===== src/hdl/lcdws_pkg.sv =====
// lcdws_pkg: types, command codes, display byte constants and the power-up
// segment table shared by the lcd 4-bit write sequencer modules
// no dependencies
`default_nettype none

package lcdws_pkg;

   // request codes
   localparam logic [3:0] CMD_INIT        = 4'd0;
   localparam logic [3:0] CMD_CHAR        = 4'd1;
   localparam logic [3:0] CMD_CLEAR       = 4'd2;
   localparam logic [3:0] CMD_HOME        = 4'd3;
   localparam logic [3:0] CMD_DISP_RIGHT  = 4'd4;
   localparam logic [3:0] CMD_DISP_LEFT   = 4'd5;
   localparam logic [3:0] CMD_CURS_RIGHT  = 4'd6;
   localparam logic [3:0] CMD_CURS_LEFT   = 4'd7;
   localparam logic [3:0] CMD_MODE        = 4'd8;
   localparam logic [3:0] CMD_POSITION    = 4'd9;

   // display mode codes
   localparam logic [2:0] MODE_PLAIN  = 3'd0;
   localparam logic [2:0] MODE_BLINK  = 3'd1;
   localparam logic [2:0] MODE_CURSOR = 3'd2;

   // controller instruction bytes
   localparam logic [7:0] BYTE_FUNC_SET    = 8'h28;
   localparam logic [7:0] BYTE_DISP_PLAIN  = 8'h0c;
   localparam logic [7:0] BYTE_DISP_BLINK  = 8'h0d;
   localparam logic [7:0] BYTE_DISP_CURSOR = 8'h0e;
   localparam logic [7:0] BYTE_CLEAR       = 8'h01;
   localparam logic [7:0] BYTE_HOME        = 8'h02;
   localparam logic [7:0] BYTE_DISP_RIGHT  = 8'h1c;
   localparam logic [7:0] BYTE_DISP_LEFT   = 8'h18;
   localparam logic [7:0] BYTE_CURS_RIGHT  = 8'h14;
   localparam logic [7:0] BYTE_CURS_LEFT   = 8'h10;
   localparam logic [7:0] BYTE_SET_DDRAM   = 8'h80;
   localparam logic [7:0] ROW1_OFFSET      = 8'h40;
   localparam logic [7:0] CHAR_NEWLINE     = 8'h0a;
   localparam logic [7:0] CHAR_RETURN      = 8'h0d;

   // register indexes
   localparam logic CSR_PULSE  = 1'b0;
   localparam logic CSR_SETTLE = 1'b1;

   localparam logic [15:0] PULSE_RESET  = 16'd5;
   localparam logic [15:0] SETTLE_RESET = 16'd100;

   localparam logic [4:0] INIT_SEGS = 5'd29;

   typedef struct packed {
      logic [3:0] cmd;
      logic [7:0] char_code;
      logic [2:0] display_mode;
      logic       row;
      logic [5:0] column;
   } req_type;

   typedef struct packed {
      logic        reg_select;
      logic        enable;
      logic [3:0]  data_nibble;
      logic [15:0] hold_time;
      logic        accepted;
      logic        last;
   } rsp_type;

   // where a segment's hold time comes from
   typedef enum logic [3:0] {
      HOLD_NONE,
      HOLD_PULSE,
      HOLD_SETTLE,
      HOLD_T20000,
      HOLD_T5000,
      HOLD_T3000,
      HOLD_T110,
      HOLD_T100,
      HOLD_T50
   } hold_sel_type;

   typedef enum logic [1:0] {
      JOB_INIT,
      JOB_BYTES,
      JOB_REJECT
   } job_kind_type;

   // classified request as it sits in the queue
   typedef struct packed {
      job_kind_type kind;
      logic         rs;
      logic         two_bytes;   // carriage return goes out before the byte
      logic [7:0]   data;
      hold_sel_type tail;
   } job_type;

   typedef enum logic {
      ST_IDLE,
      ST_RUN
   } back_state_type;

   typedef struct packed {
      logic         enable;
      logic [3:0]   nibble;
      hold_sel_type hold;
   } init_seg_type;

   // power-up sequence, one entry per segment
   function automatic init_seg_type init_seg(input logic [4:0] idx);
      init_seg_type s;
      s = '{enable: 1'b0, nibble: 4'h0, hold: HOLD_NONE};
      unique case (idx)
         5'd0:  s = '{1'b0, 4'h0, HOLD_T20000};
         5'd1:  s = '{1'b1, 4'h3, HOLD_PULSE};
         5'd2:  s = '{1'b0, 4'h3, HOLD_SETTLE};
         5'd3:  s = '{1'b0, 4'h3, HOLD_T5000};
         5'd4:  s = '{1'b1, 4'h3, HOLD_PULSE};
         5'd5:  s = '{1'b0, 4'h3, HOLD_SETTLE};
         5'd6:  s = '{1'b0, 4'h3, HOLD_T110};
         5'd7:  s = '{1'b1, 4'h3, HOLD_PULSE};
         5'd8:  s = '{1'b0, 4'h3, HOLD_SETTLE};
         5'd9:  s = '{1'b0, 4'h3, HOLD_T3000};
         5'd10: s = '{1'b1, 4'h2, HOLD_PULSE};
         5'd11: s = '{1'b0, 4'h2, HOLD_SETTLE};
         5'd12: s = '{1'b0, 4'h2, HOLD_T3000};
         5'd13: s = '{1'b1, BYTE_FUNC_SET[7:4], HOLD_PULSE};
         5'd14: s = '{1'b0, BYTE_FUNC_SET[7:4], HOLD_SETTLE};
         5'd15: s = '{1'b1, BYTE_FUNC_SET[3:0], HOLD_PULSE};
         5'd16: s = '{1'b0, BYTE_FUNC_SET[3:0], HOLD_SETTLE};
         5'd17: s = '{1'b0, BYTE_FUNC_SET[3:0], HOLD_T3000};
         5'd18: s = '{1'b1, BYTE_DISP_PLAIN[7:4], HOLD_PULSE};
         5'd19: s = '{1'b0, BYTE_DISP_PLAIN[7:4], HOLD_SETTLE};
         5'd20: s = '{1'b1, BYTE_DISP_PLAIN[3:0], HOLD_PULSE};
         5'd21: s = '{1'b0, BYTE_DISP_PLAIN[3:0], HOLD_SETTLE};
         5'd22: s = '{1'b0, BYTE_DISP_PLAIN[3:0], HOLD_T100};
         5'd23: s = '{1'b0, BYTE_DISP_PLAIN[3:0], HOLD_T3000};
         5'd24: s = '{1'b1, BYTE_CLEAR[7:4], HOLD_PULSE};
         5'd25: s = '{1'b0, BYTE_CLEAR[7:4], HOLD_SETTLE};
         5'd26: s = '{1'b1, BYTE_CLEAR[3:0], HOLD_PULSE};
         5'd27: s = '{1'b0, BYTE_CLEAR[3:0], HOLD_SETTLE};
         5'd28: s = '{1'b0, BYTE_CLEAR[3:0], HOLD_T3000};
         default: s = '{1'b0, 4'h0, HOLD_NONE};
      endcase
      return s;
   endfunction

endpackage

`default_nettype wire


===== src/hdl/lcdws_front.sv =====
// lcdws_front: request intake and decode into a queue job
// depends on lcdws_pkg
`default_nettype none

module lcdws_front (
   input  wire logic              req_valid,
   output logic                   req_ready,
   input  wire lcdws_pkg::req_type req_data,
   input  wire logic              q_full,
   output logic                   q_push,
   output lcdws_pkg::job_type     q_job
);

   assign req_ready = ~q_full;
   assign q_push    = req_valid & ~q_full;

   always_comb begin
      q_job.kind      = lcdws_pkg::JOB_BYTES;
      q_job.rs        = 1'b0;
      q_job.two_bytes = 1'b0;
      q_job.data      = 8'h00;
      q_job.tail      = lcdws_pkg::HOLD_NONE;
      unique case (req_data.cmd)
         lcdws_pkg::CMD_INIT: begin
            q_job.kind = lcdws_pkg::JOB_INIT;
         end
         lcdws_pkg::CMD_CHAR: begin
            q_job.rs        = 1'b1;
            q_job.data      = req_data.char_code;
            q_job.two_bytes = (req_data.char_code == lcdws_pkg::CHAR_NEWLINE);
         end
         lcdws_pkg::CMD_CLEAR: begin
            q_job.data = lcdws_pkg::BYTE_CLEAR;
            q_job.tail = lcdws_pkg::HOLD_T5000;
         end
         lcdws_pkg::CMD_HOME: begin
            q_job.data = lcdws_pkg::BYTE_HOME;
            q_job.tail = lcdws_pkg::HOLD_T5000;
         end
         lcdws_pkg::CMD_DISP_RIGHT: begin
            q_job.data = lcdws_pkg::BYTE_DISP_RIGHT;
            q_job.tail = lcdws_pkg::HOLD_T100;
         end
         lcdws_pkg::CMD_DISP_LEFT: begin
            q_job.data = lcdws_pkg::BYTE_DISP_LEFT;
            q_job.tail = lcdws_pkg::HOLD_T100;
         end
         lcdws_pkg::CMD_CURS_RIGHT: begin
            q_job.data = lcdws_pkg::BYTE_CURS_RIGHT;
            q_job.tail = lcdws_pkg::HOLD_T100;
         end
         lcdws_pkg::CMD_CURS_LEFT: begin
            q_job.data = lcdws_pkg::BYTE_CURS_LEFT;
            q_job.tail = lcdws_pkg::HOLD_T100;
         end
         lcdws_pkg::CMD_MODE: begin
            q_job.tail = lcdws_pkg::HOLD_T100;
            unique case (req_data.display_mode)
               lcdws_pkg::MODE_PLAIN:  q_job.data = lcdws_pkg::BYTE_DISP_PLAIN;
               lcdws_pkg::MODE_BLINK:  q_job.data = lcdws_pkg::BYTE_DISP_BLINK;
               lcdws_pkg::MODE_CURSOR: q_job.data = lcdws_pkg::BYTE_DISP_CURSOR;
               default:                q_job.kind = lcdws_pkg::JOB_REJECT;
            endcase
         end
         lcdws_pkg::CMD_POSITION: begin
            // row offset plus column never carries into bit 7
            q_job.data = lcdws_pkg::BYTE_SET_DDRAM
                       | (req_data.row ? lcdws_pkg::ROW1_OFFSET : 8'h00)
                       | {2'b00, req_data.column};
            q_job.tail = lcdws_pkg::HOLD_T50;
         end
         default: begin
            q_job.kind = lcdws_pkg::JOB_REJECT;
         end
      endcase
   end

endmodule

`default_nettype wire


===== src/hdl/lcdws_queue.sv =====
// lcdws_queue: small job fifo between decode and the segment sequencer
// depends on lcdws_pkg
`default_nettype none

module lcdws_queue #(
   parameter int DEPTH = 2
) (
   input  wire logic              clock,
   input  wire logic              reset,
   input  wire logic              push,
   input  wire lcdws_pkg::job_type push_job,
   output logic                   full,
   input  wire logic              pop,
   output logic                   pop_valid,
   output lcdws_pkg::job_type     pop_job
);

   localparam int PTR_W = (DEPTH > 1) ? $clog2(DEPTH) : 1;
   localparam int CNT_W = $clog2(DEPTH + 1);

   lcdws_pkg::job_type entry_ff [DEPTH];
   logic [PTR_W-1:0] wr_ptr_ff, wr_ptr_in;
   logic [PTR_W-1:0] rd_ptr_ff, rd_ptr_in;
   logic [CNT_W-1:0] count_ff, count_in;
   logic             do_pop;

   assign full      = (count_ff == CNT_W'(DEPTH));
   assign pop_valid = (count_ff != '0);
   assign pop_job   = entry_ff[rd_ptr_ff];
   assign do_pop    = pop & pop_valid;

   always_comb begin
      wr_ptr_in = wr_ptr_ff;
      rd_ptr_in = rd_ptr_ff;
      count_in  = count_ff;
      if (push) begin
         wr_ptr_in = (wr_ptr_ff == PTR_W'(DEPTH - 1)) ? '0 : wr_ptr_ff + 1'b1;
      end
      if (do_pop) begin
         rd_ptr_in = (rd_ptr_ff == PTR_W'(DEPTH - 1)) ? '0 : rd_ptr_ff + 1'b1;
      end
      if (push && !do_pop) begin
         count_in = count_ff + 1'b1;
      end else if (do_pop && !push) begin
         count_in = count_ff - 1'b1;
      end
   end

   always_ff @(posedge clock) begin
      if (reset) begin
         wr_ptr_ff <= '0;
         rd_ptr_ff <= '0;
         count_ff  <= '0;
      end else begin
         wr_ptr_ff <= wr_ptr_in;
         rd_ptr_ff <= rd_ptr_in;
         count_ff  <= count_in;
      end
   end

   always_ff @(posedge clock) begin
      if (push) begin
         entry_ff[wr_ptr_ff] <= push_job;
      end
   end

   a_count_bound: assert property (@(posedge clock) disable iff (reset)
      count_ff <= CNT_W'(DEPTH))
      else $error("job queue over depth");

   a_push_grows: assert property (@(posedge clock) disable iff (reset)
      push && !do_pop |=> count_ff == $past(count_ff) + 1'b1)
      else $error("job queue lost a push");

   a_empty_ptrs: assert property (@(posedge clock) disable iff (reset)
      count_ff == '0 |-> rd_ptr_ff == wr_ptr_ff)
      else $error("job queue pointers disagree when empty");

endmodule

`default_nettype wire


===== src/hdl/lcdws_back.sv =====
// lcdws_back: walks one job into pin segments, one beat per cycle unless rsp_ready
// stalls it, through a registered result stage; depends on lcdws_pkg
`default_nettype none

module lcdws_back (
   input  wire logic               clock,
   input  wire logic               reset,
   input  wire logic [15:0]        pulse_time,
   input  wire logic [15:0]        settle_time,
   input  wire logic               q_valid,
   input  wire lcdws_pkg::job_type q_job,
   output logic                    q_pop,
   output logic                    rsp_valid,
   input  wire logic               rsp_ready,
   output lcdws_pkg::rsp_type      rsp_data
);

   lcdws_pkg::back_state_type state_ff, state_in;
   lcdws_pkg::job_type        job_ff, job_in;
   logic [4:0]                idx_ff, idx_in;
   logic                      rsp_valid_ff, rsp_valid_in;
   lcdws_pkg::rsp_type        rsp_ff, rsp_in;

   logic                      advance;
   logic                      emit;
   logic [4:0]                byte_segs;
   logic [4:0]                seg_total;
   logic                      seg_last;
   logic [7:0]                cur_byte;
   lcdws_pkg::init_seg_type   iseg;
   lcdws_pkg::hold_sel_type   hsel;
   lcdws_pkg::rsp_type        seg;

   assign advance = ~rsp_valid_ff | rsp_ready;

   // segment count of the current job
   assign byte_segs = job_ff.two_bytes ? 5'd8 : 5'd4;
   always_comb begin
      case (job_ff.kind)
         lcdws_pkg::JOB_INIT:   seg_total = lcdws_pkg::INIT_SEGS;
         lcdws_pkg::JOB_REJECT: seg_total = 5'd1;
         default: seg_total = byte_segs
                            + {4'd0, job_ff.tail != lcdws_pkg::HOLD_NONE};
      endcase
   end
   assign seg_last = (idx_ff == seg_total - 5'd1);

   // segment at idx_ff
   assign iseg     = lcdws_pkg::init_seg(idx_ff);
   assign cur_byte = (job_ff.two_bytes && !idx_ff[2]) ? lcdws_pkg::CHAR_RETURN
                                                       : job_ff.data;
   always_comb begin
      seg  = '0;
      hsel = lcdws_pkg::HOLD_NONE;
      case (job_ff.kind)
         lcdws_pkg::JOB_INIT: begin
            seg.enable      = iseg.enable;
            seg.data_nibble = iseg.nibble;
            seg.accepted    = 1'b1;
            hsel            = iseg.hold;
         end
         lcdws_pkg::JOB_BYTES: begin
            seg.reg_select = job_ff.rs;
            seg.accepted   = 1'b1;
            if (idx_ff == byte_segs) begin
               // trailing wait keeps the low nibble of the last byte
               seg.data_nibble = job_ff.data[3:0];
               hsel            = job_ff.tail;
            end else begin
               seg.enable      = ~idx_ff[0];
               seg.data_nibble = idx_ff[1] ? cur_byte[3:0] : cur_byte[7:4];
               hsel            = idx_ff[0] ? lcdws_pkg::HOLD_SETTLE
                                           : lcdws_pkg::HOLD_PULSE;
            end
         end
         default: begin
            seg.accepted = 1'b0;
         end
      endcase
      case (hsel)
         lcdws_pkg::HOLD_PULSE:  seg.hold_time = pulse_time;
         lcdws_pkg::HOLD_SETTLE: seg.hold_time = settle_time;
         lcdws_pkg::HOLD_T20000: seg.hold_time = 16'd20000;
         lcdws_pkg::HOLD_T5000:  seg.hold_time = 16'd5000;
         lcdws_pkg::HOLD_T3000:  seg.hold_time = 16'd3000;
         lcdws_pkg::HOLD_T110:   seg.hold_time = 16'd110;
         lcdws_pkg::HOLD_T100:   seg.hold_time = 16'd100;
         lcdws_pkg::HOLD_T50:    seg.hold_time = 16'd50;
         default:                seg.hold_time = 16'd0;
      endcase
      seg.last = seg_last;
   end

   // next state
   always_comb begin
      state_in = state_ff;
      unique case (state_ff)
         lcdws_pkg::ST_IDLE: if (q_valid) state_in = lcdws_pkg::ST_RUN;
         lcdws_pkg::ST_RUN:  if (advance && seg_last) state_in = lcdws_pkg::ST_IDLE;
         default:            state_in = lcdws_pkg::ST_IDLE;
      endcase
   end

   // outputs of the sequencer
   always_comb begin
      q_pop = 1'b0;
      emit  = 1'b0;
      unique case (state_ff)
         lcdws_pkg::ST_IDLE: q_pop = q_valid;
         lcdws_pkg::ST_RUN:  emit  = advance;
         default: begin
            q_pop = 1'b0;
            emit  = 1'b0;
         end
      endcase
   end

   always_comb begin
      job_in       = q_pop ? q_job : job_ff;
      idx_in       = q_pop ? 5'd0 : (emit ? idx_ff + 5'd1 : idx_ff);
      rsp_in       = emit ? seg : rsp_ff;
      rsp_valid_in = emit | (rsp_valid_ff & ~rsp_ready);
   end

   always_ff @(posedge clock) begin
      if (reset) begin
         state_ff     <= lcdws_pkg::ST_IDLE;
         idx_ff       <= 5'd0;
         rsp_valid_ff <= 1'b0;
      end else begin
         state_ff     <= state_in;
         idx_ff       <= idx_in;
         rsp_valid_ff <= rsp_valid_in;
      end
   end

   always_ff @(posedge clock) begin
      job_ff <= job_in;
      rsp_ff <= rsp_in;
   end

   assign rsp_valid = rsp_valid_ff;
   assign rsp_data  = rsp_ff;

   a_idx_bound: assert property (@(posedge clock) disable iff (reset)
      state_ff == lcdws_pkg::ST_RUN |-> idx_ff < seg_total)
      else $error("segment index past end of job");

   a_job_done: assert property (@(posedge clock) disable iff (reset)
      state_ff == lcdws_pkg::ST_RUN && advance && seg_last
      |=> state_ff == lcdws_pkg::ST_IDLE && rsp_valid_ff && rsp_ff.last)
      else $error("final beat not flagged");

   a_reject_last: assert property (@(posedge clock) disable iff (reset)
      rsp_valid_ff && !rsp_ff.accepted |-> rsp_ff.last && rsp_ff.hold_time == 16'd0)
      else $error("rejected request beat malformed");

   a_strobe_not_last: assert property (@(posedge clock) disable iff (reset)
      rsp_valid_ff && rsp_ff.enable |-> !rsp_ff.last)
      else $error("job ended with enable high");

endmodule

`default_nettype wire


===== src/hdl/lcd_4bit_write_sequencer.sv =====
// lcd_4bit_write_sequencer: top level, timing registers and the
// decode / queue / sequencer chain; depends on lcdws_pkg and the lcdws_* modules
//
// Turns character-lcd requests (init, character, clear, home, shifts,
// display mode, cursor position) into pin segments for a 4-bit bus: each
// rsp beat gives rs, e, d[7:4] levels and a hold time in delay ticks, with
// last set on the request's final beat. Requests are decoded as they arrive
// and held in a QUEUE_DEPTH-entry job queue, so req_ready stays high and a
// new request can be taken every cycle while the queue has room, even while
// a finished beat waits on rsp_ready. The sequencer emits one beat per cycle
// when the result side keeps up, and picks up each job from the queue in its
// idle state before it walks the job's segments. That walk of the sequencer,
// with the pickup of each job, sets the sustained rate. A bad display mode
// or an unknown command gives one beat with accepted low, last high and
// everything else zero. csr_index 0 is the enable pulse time (reset 5), 1
// the settle time after enable falls (reset 100); write them only while the
// block is idle.
`default_nettype none

module lcd_4bit_write_sequencer #(
   parameter int QUEUE_DEPTH = 2
) (
   input  wire logic               clock,
   input  wire logic               reset,
   // request channel
   input  wire logic               req_valid,
   output logic                    req_ready,
   input  wire lcdws_pkg::req_type req_data,
   // segment channel
   output logic                    rsp_valid,
   input  wire logic               rsp_ready,
   output lcdws_pkg::rsp_type      rsp_data,
   // timing registers
   input  wire logic               csr_we,
   input  wire logic               csr_index,
   input  wire logic [15:0]        csr_wdata
);

   // timing registers
   logic [15:0] pulse_time_ff, pulse_time_in;
   logic [15:0] settle_time_ff, settle_time_in;

   // front to queue
   logic               q_full;
   logic               q_push;
   lcdws_pkg::job_type push_job;

   // queue to back
   logic               q_pop;
   logic               q_valid;
   lcdws_pkg::job_type pop_job;

   always_comb begin
      pulse_time_in  = pulse_time_ff;
      settle_time_in = settle_time_ff;
      if (csr_we) begin
         case (csr_index)
            lcdws_pkg::CSR_PULSE:  pulse_time_in  = csr_wdata;
            lcdws_pkg::CSR_SETTLE: settle_time_in = csr_wdata;
            default: begin
               pulse_time_in  = pulse_time_ff;
               settle_time_in = settle_time_ff;
            end
         endcase
      end
   end

   always_ff @(posedge clock) begin
      if (reset) begin
         pulse_time_ff  <= lcdws_pkg::PULSE_RESET;
         settle_time_ff <= lcdws_pkg::SETTLE_RESET;
      end else begin
         pulse_time_ff  <= pulse_time_in;
         settle_time_ff <= settle_time_in;
      end
   end

   // decode each request into a job
   lcdws_front u_front (
      .req_valid (req_valid),
      .req_ready (req_ready),
      .req_data  (req_data),
      .q_full    (q_full),
      .q_push    (q_push),
      .q_job     (push_job)
   );

   // decouples intake from the slow segment walk
   lcdws_queue #(
      .DEPTH (QUEUE_DEPTH)
   ) u_queue (
      .clock     (clock),
      .reset     (reset),
      .push      (q_push),
      .push_job  (push_job),
      .full      (q_full),
      .pop       (q_pop),
      .pop_valid (q_valid),
      .pop_job   (pop_job)
   );

   // one segment beat per cycle into the output register unless rsp_ready stalls it
   lcdws_back u_back (
      .clock       (clock),
      .reset       (reset),
      .pulse_time  (pulse_time_ff),
      .settle_time (settle_time_ff),
      .q_valid     (q_valid),
      .q_job       (pop_job),
      .q_pop       (q_pop),
      .rsp_valid   (rsp_valid),
      .rsp_ready   (rsp_ready),
      .rsp_data    (rsp_data)
   );

endmodule

`default_nettype wire

===== config.mk =====
export PLATFORM = sky130hd
export DESIGN_NAME = lcd_4bit_write_sequencer
export DESIGN_NICKNAME = d
export VERILOG_FILES = /design/src/hdl/lcdws_pkg.sv /design/src/hdl/lcdws_front.sv /design/src/hdl/lcdws_queue.sv /design/src/hdl/lcdws_back.sv /design/src/hdl/lcd_4bit_write_sequencer.sv
export SDC_FILE = /design/constraint.sdc
export NUM_CORES = 1
export LEC_CHECK = 0
export BUFFER_PORTS_ARGS = -buffer_cell sky130_fd_sc_hd__buf_2
export CORE_ASPECT_RATIO = 0.7
export CORE_UTILIZATION = 25
export CTS_BUF_LIST = sky130_fd_sc_hd__clkbuf_2
export DETAILED_ROUTE_END_ITERATION = 8
export GPL_ROUTABILITY_DRIVEN = 0
export GPL_TIMING_DRIVEN = 0
export MAX_ROUTING_LAYER = met4
export PLACE_DENSITY = 0.4
export SYNTH_ARGS = -nofsm -noshare
export SYNTH_HDL_FRONTEND = slang
export SYNTH_SLANG_ARGS = --single-unit

===== constraint.sdc =====
create_clock -name clock -period 8.8 [get_ports clock]
set_clock_uncertainty 0.2 [all_clocks]
set_input_delay 1.32 -clock clock [delete_from_list [all_inputs] [get_ports clock]]
set_output_delay 1.32 -clock clock [all_outputs]
set_load 0.005 [all_outputs]

==> results of run 1 <==
## path summary, 6_finish.rpt
kind / slack (ns) / depth (start not counted) / end / start
hold / removal: 0.27 / 2 / pulse_time_ff[6]$_SDFFE_PP0P_ / pulse_time_ff[6]$_SDFFE_PP0P_
setup / recovery: 5.06 / 11 / u_back.rsp_data[8]$_DFFE_PP_ / u_back.idx_ff[2]$_SDFFE_PP0P_
setup reg to reg: 5.06 / 11 / u_back.rsp_data[8]$_DFFE_PP_ / u_back.idx_ff[2]$_SDFFE_PP0P_
hold reg to reg: 0.27 / 2 / pulse_time_ff[6]$_SDFFE_PP0P_ / pulse_time_ff[6]$_SDFFE_PP0P_
## placed cells by master, fill, tap and decap left out, types with 8 or more instances in the layout
cell type | netlist | layout
nand3b_1 | 8 | 8
mux2_2 | 15 | 15
o21ai_0 | 23 | 23
inv_1 | 16 | 16
ha_1 | 13 | 13
a211oi_1 | 9 | 9
edfxtp_1 | 69 | 69
nand3_1 | 11 | 11
nor2_1 | 30 | 29
clkbuf_2 | 0 | 18
clkbuf_1 | 21 | 21
buf_2 | 6 | 74
dfxtp_1 | 51 | 51
nand2b_1 | 10 | 10
and2_1 | 9 | 9
a22oi_1 | 8 | 8
nor2b_1 | 13 | 13
a21oi_1 | 43 | 43
nand2_1 | 95 | 95
## state kept, by name, summed over array words and instances, names as in the netlist, 2 cells and up
| name | flops |
|---|---|
| settle_time_ff | 16 |
| pulse_time_ff | 16 |
| u_queue.entry_ff | 30 |
| u_back.job_ff | 15 |
| u_back.idx_ff | 5 |
| u_queue.count_ff | 2 |
| u_back.iseg | 8 |
| u_back.rsp_data | 24 |
## power breakdown
group	internal, mW	leakage [nW]	switching, mW
logic	0.231	1.26	0.407
registers	0.772	1.08	0.0623
clock network	0.190	0.165	0.231
## layout make-up
cell class	instances	area share
Sequential cell	120	0.471
Multi-Input combinational cell	378	0.352
Tap cell	282	0.0537
Timing Repair Buffer	68	0.0518
Clock inverter	14	0.0301
Buffer	29	0.0183
Clock buffer	18	0.0137
Inverter	17	0.00972
## cell usage after synthesis (3+ instances only)
cell type,number
nand2_1,95
a211oi_1,9
a22oi_1,8
buf_2,6
inv_1,16
a21boi_0,4
xor2_1,6
a311oi_1,3
edfxtp_1,69
nand3b_1,8
nand3_1,11
nor3_1,3
nand2b_1,10
o21ai_1,5
and3_1,5
dfxtp_1,51
o32ai_1,4
clkbuf_1,21
o21ai_0,23
or4_1,3
ha_1,13
and2_1,9
nor2_1,30
o211ai_1,3
nor2b_1,13
a21oi_1,43
xnor2_1,6
o31ai_1,5
or3_1,6
a31oi_1,6
a21o_1,3
mux2_2,15
mux2i_1,4
## logic make-up after synthesis
| family | after synthesis | share of synthesized area |
|---|---|---|
| AOI/OAI and AO/OA | 132 | 0.155 |
| xor gates and xnor gates | 12 | 0.0188 |
| adders and majority gates | 13 | 0.0291 |
| buffers and inverters | 46 | 0.0329 |
| DFF | 120 | 0.554 |
| muxes | 19 | 0.0374 |
| and+or+nand+nor | 202 | 0.172 |
## routing by layer
metal | vias to the layer above | global-route usage | share of wire | wire, um
li1 | 2137 | - | - | -
met5 | - | - | 0 | 0
met2 | 116 | 0.189 | 0.40 | 6010
met4 | 0 | 0.0377 | 0.0088 | 134
met1 | 2093 | 0.213 | 0.55 | 8330
met3 | 11 | 0.0322 | 0.045 | 676
## worst max-delay path: stages, from the launching register on
cell and delay, ns:
dfxtp_1 0.36, clkbuf_1 0.31, inv_1 0.14, ha_1 0.28, or3b_1 0.35, buf_2 0.16, or3b_4 0.40, a311oi_2 0.46
nor2b_1 0.09, buf_4 0.19, a22oi_1 0.45, o21ai_1 0.11
==> flow_summary_export.csv, run 1 <==
group,metric,value,unit
grt,track_usage,0.143,
sta,min_period_over_period,0.425,
power_and_ir_drop,power.total,1.89,mW
detailed_routing,first_iter_violations,401,
floorplan,chipHeight,127,um
synth,synth.distinct_cells,55,
synth,synth-main-ff-cell,"edfxtp_1",
place,port_buffers,68,
detailed_routing,drt-wirelength-per-cell,16.4,um
cells_and_area,fin_cells,926,
sta,final_hold_viol_count,0,
power_and_ir_drop,vdd_drop_max,0.0866,mV
clock_network,clockBufferDepth,2,
grt,first_global_vias,4256,
setup_path,cp.arrival,4.01,ns
synth,synth_edf_count,69,
synth,synth_area,5580,sq um
sta,whs,0.268,ns
floorplan,core,21800,sq um
synth,avgSynthCellArea,10.3,sq um
detailed_routing,drc,0,
cells_and_area,areaGrowthSynthToFinish,17.6,%
clock_network,post_cts_buffers,0,
floorplan,die_area,22900,sq um
cells_and_area,multi_input_area,2310,sq um
cells_and_area,n_fill_cell,2294,
setup_path,path_class,"flop to flop",
setup_path,cp_max_fo,8,
cells_and_area,fin_area,6570,sq um
detailed_routing,first_pass_iters,5,
grt,overflow,0,
clock_network,cts_made_buffers,17,
sta,max_freq,267,MHz
cells_and_area,drive_gt1_frac,0.202,
synth,ys_async_sr_fraction,0,
hold_path,hp-class,"flop to flop",
setup_path,start_kind,"flop",
detailed_routing,postRouteAntennaNets,0,
clock_network,htreeDepth,4,
synth,yosysSeqAreaShare,0.554,
synth,synthTopCellsByArea,"edfxtp_1, dfxtp_1, nand2_1",
sta,relSlewSlack,0.328,
run_status,status,"completed",
grt,grt_antenna_before_repair,0,
place,dp_cells,894,
place,placed_cell_area,6280,sq um
grt,grt_pass1_wl,23900,um
sta,tightest_slew,1.01,ns
grt,grt_start_max_net_pins,25,
sta,setup_violations,0,
power_and_ir_drop,p_per_area,289,nW/um^2
synth,netlist.area_leader.share,0.371,
place,pre_cts_ws,4.97,ns
clock_network,clock_latency,0.70,ns
detailed_routing,routed_wl,15200,um
floorplan,num_io_pins,70,
clock_network,clock-sinks,120,
synth,synth_fp_nets,601,
floorplan,initial_core_util,0.256,
detailed_routing,vias,4357,
sta,rsz0062_at_grt,"false",
clock_network,cts.repair.resized,0,
cells_and_area,nets,688,
floorplan,die_width,181,um
detailed_routing,avgViaCountPerCell,4.71,
setup_path,end_kind,"flop",
clock_network,cts.clk_slew.worst_paths,0.21,ns
sta,fin_crit,3.74,ns
cells_and_area,insertedDiodeCount,0,
place,hpwl,11100,um
sta,drv_slew,0,
floorplan,rows,45,
sta,timing.final.ws_setup,5.06,ns
job,drv_cap,0,
clock_network,cts_hold_buffers,0,
sta,tns,0,ns
clock_network,cts_tree,"yes",
synth,synth-seq-cells,120,
synth,ys_warn_count,0,
synth,yosys.area.top_type,"edfxtp_1",
power_and_ir_drop,p_leak,2.50,nW
cells_and_area,post-route-util,0.301,
synth,synth_cells,544,
cells_and_area,register_area,3090,sq um
clock_network,clockRootBuffer,"clkbuf_2",
setup_path,required,9.07,ns
Note: power is estimated with default switching activity, not from simulation.
==> run 2, diff against run 1 <==
PLACE_DENSITY = 0.41   (was 0.4)
clock period = 3 ns   (was 8.8 ns; I/O delays follow)
==> run 2 against run 1 <==
Against the previous run:
- worst hold slack worse by 0.18 ns
- sequential share of layout area down 4.5 points
- clock power up 140%
- largest cell class unchanged
- critical path depth down 2
- cell area up 11%
- die area unchanged
- the flow now finishes with violations (setup timing)
- clock-buffer cell count up 1
==> flow_summary_export.csv, run 2 (synthesis gave the netlist of run 1 again) <==
group,metric,value,unit
cells_and_area,final_common_cell,"nand2_1",
cells_and_area,drive_gt1_frac,0.262,
detailed_routing,routed_wl,15700,um
cells_and_area,fin_area,7260,sq um
hold_path,min_from,"req_data[9]",
clock_network,clockRootBuffer,"clkbuf_2",
setup_path,required,3.31,ns
power_and_ir_drop,p_per_area,814,nW/um^2
sta,whs,0.0844,ns
floorplan,die_width,181,um
cells_and_area,nets,742,
clock_network,htreeDepth,4,
setup_path,end_kind,"flop",
clock_network,cts_made_buffers,17,
grt,track_usage,0.143,
sta,fin_crit,3.08,ns
cells_and_area,register_area,3100,sq um
cells_and_area,areaGrowthSynthToFinish,30.1,%
sta,min_period_over_period,1.03,
setup_path,start_kind,"flop",
cells_and_area,top_register,"u_queue.entry_ff",
setup_path,cp.arrival,3.39,ns
clock_network,clock_latency,0.69,ns
cells_and_area,insertedDiodeCount,0,
run_status,violations,"setup timing",
floorplan,num_io_pins,70,
setup_path,path_class,"flop to flop",
detailed_routing,avgViaCountPerCell,4.68,
floorplan,initial_core_util,0.256,
sta,max_freq,324,MHz
cells_and_area,multi_input_area,2470,sq um
clock_network,cts_tree,"yes",
detailed_routing,vias,4583,
sta,tns,-0.247,ns
cells_and_area,post-route-util,0.333,
detailed_routing,drt-wirelength-per-cell,16.0,um
place,port_buffers,68,
sta,drv_slew,0,
setup_path,r2r_setup_slack,-0.08,ns
grt,first_global_vias,4361,
clock_network,clockBufferDepth,2,
sta,tightest_slew,1.07,ns
grt,grt_start_max_net_pins,25,
place,hpwl,11000,um
clock_network,cts.clk_slew.worst_paths,0.20,ns
run_status,status,"finished with violations",
floorplan,core,21800,sq um
sta,setup_violations,5,
cells_and_area,n_fill_cell,2223,
job,drv_cap,0,
setup_path,cp_max_fo,5,
detailed_routing,drc,0,
setup_path,cp-startpoint,"u_back.job_ff[12]$_DFFE_PP_",
sta,final_hold_viol_count,0,
floorplan,die_area,22900,sq um
sta,rsz0062_at_grt,"true",
sta,relSlewSlack,0.287,
cells_and_area,final_cell_mix,"nand2_1, buf_2, edfxtp_1, dfxtp_1, dlygate4sd3_1",
clock_network,clock-sinks,120,
detailed_routing,first_pass_iters,5,
power_and_ir_drop,p_leak,2.78,nW
cells_and_area,largest_reg_flops,30,
floorplan,chipHeight,127,um
grt,grt_antenna_before_repair,0,
floorplan,rows,45,
setup_path,r2r-start,"u_back.job_ff[12]$_DFFE_PP_",
place,placed_cell_area,6280,sq um
power_and_ir_drop,vdd_drop_max,0.276,mV
detailed_routing,postRouteAntennaNets,0,
sta,timing.final.ws_setup,-0.0817,ns
detailed_routing,first_iter_violations,361,
hold_path,hp-class,"input port to flop",
grt,grt_pass1_wl,24000,um
grt,overflow,0,
==> run 2: timing repair <==
item,4_1_cts,5_1_grt
cloned,1,1
endpoints found under the setup margin,27,21
gates resized for setup,44,27
pin swaps,13,12
setup buffers,6,6
hold buffers,40,1
hold endpoints to repair,52,1
==> run 2: where the power goes <==
part           internal, mW  total, mW  switching (mW)
clock                 0.381       1.02           0.641
sequential             2.26       2.44           0.179
combinational          1.04       2.45            1.41
==> run 2: per-stage QoR <==
stage          power, mW  worst slack, ns  std cells
6_report            5.92          -0.0817        980
5_1_grt             6.28           -0.168        980
4_1_cts             5.72           -0.102        972
3_5_place_dp        4.36           -0.640        894
3_3_place_gp        4.35           -0.668        894
2_1_floorplan       3.65           0.0319        544
==> run 2: per-layer routing <==
metal,routed length (um),GRT usage,vias up,part of all wire
li1,-,-,2249,-
met4,175,0.0473,0,0.011
met3,880,0.0382,16,0.056
met1,8180,0.204,2177,0.52
met2,6420,0.193,141,0.41
met5,0,-,-,0
==> run 2: layout make-up <==
class                   count  area share
inverters                  17     0.00930
repair buffers            123       0.122
multi-input cells         378       0.341
clock buffers              19      0.0131
well taps                 282      0.0486
plain buffers              28      0.0217
flip-flops and latches    120       0.426
clock inverters            13      0.0181
==> run 2: worst max-delay path, cell delays in order, from the launching register on <==
cell and delay, ns:
edfxtp_1 0.47, ha_1 0.29, or3b_1 0.37, buf_6 0.14, or3b_4 0.42, a311oi_4 0.34
nor2b_4 0.26, buf_6 0.16, a22oi_2 0.09, nor2_2 0.18
==> run 2: worst paths after layout <==
check	end	cells past startpoint
worst max-delay path	u_back.rsp_data[17]$_DFFE_PP_	9
worst max register to register	u_back.rsp_data[17]$_DFFE_PP_	9
worst min register to register	pulse_time_ff[5]$_SDFFE_PP0P_	2
worst min-delay path	u_queue.entry_ff[1][4]$_DFFE_PP_	4
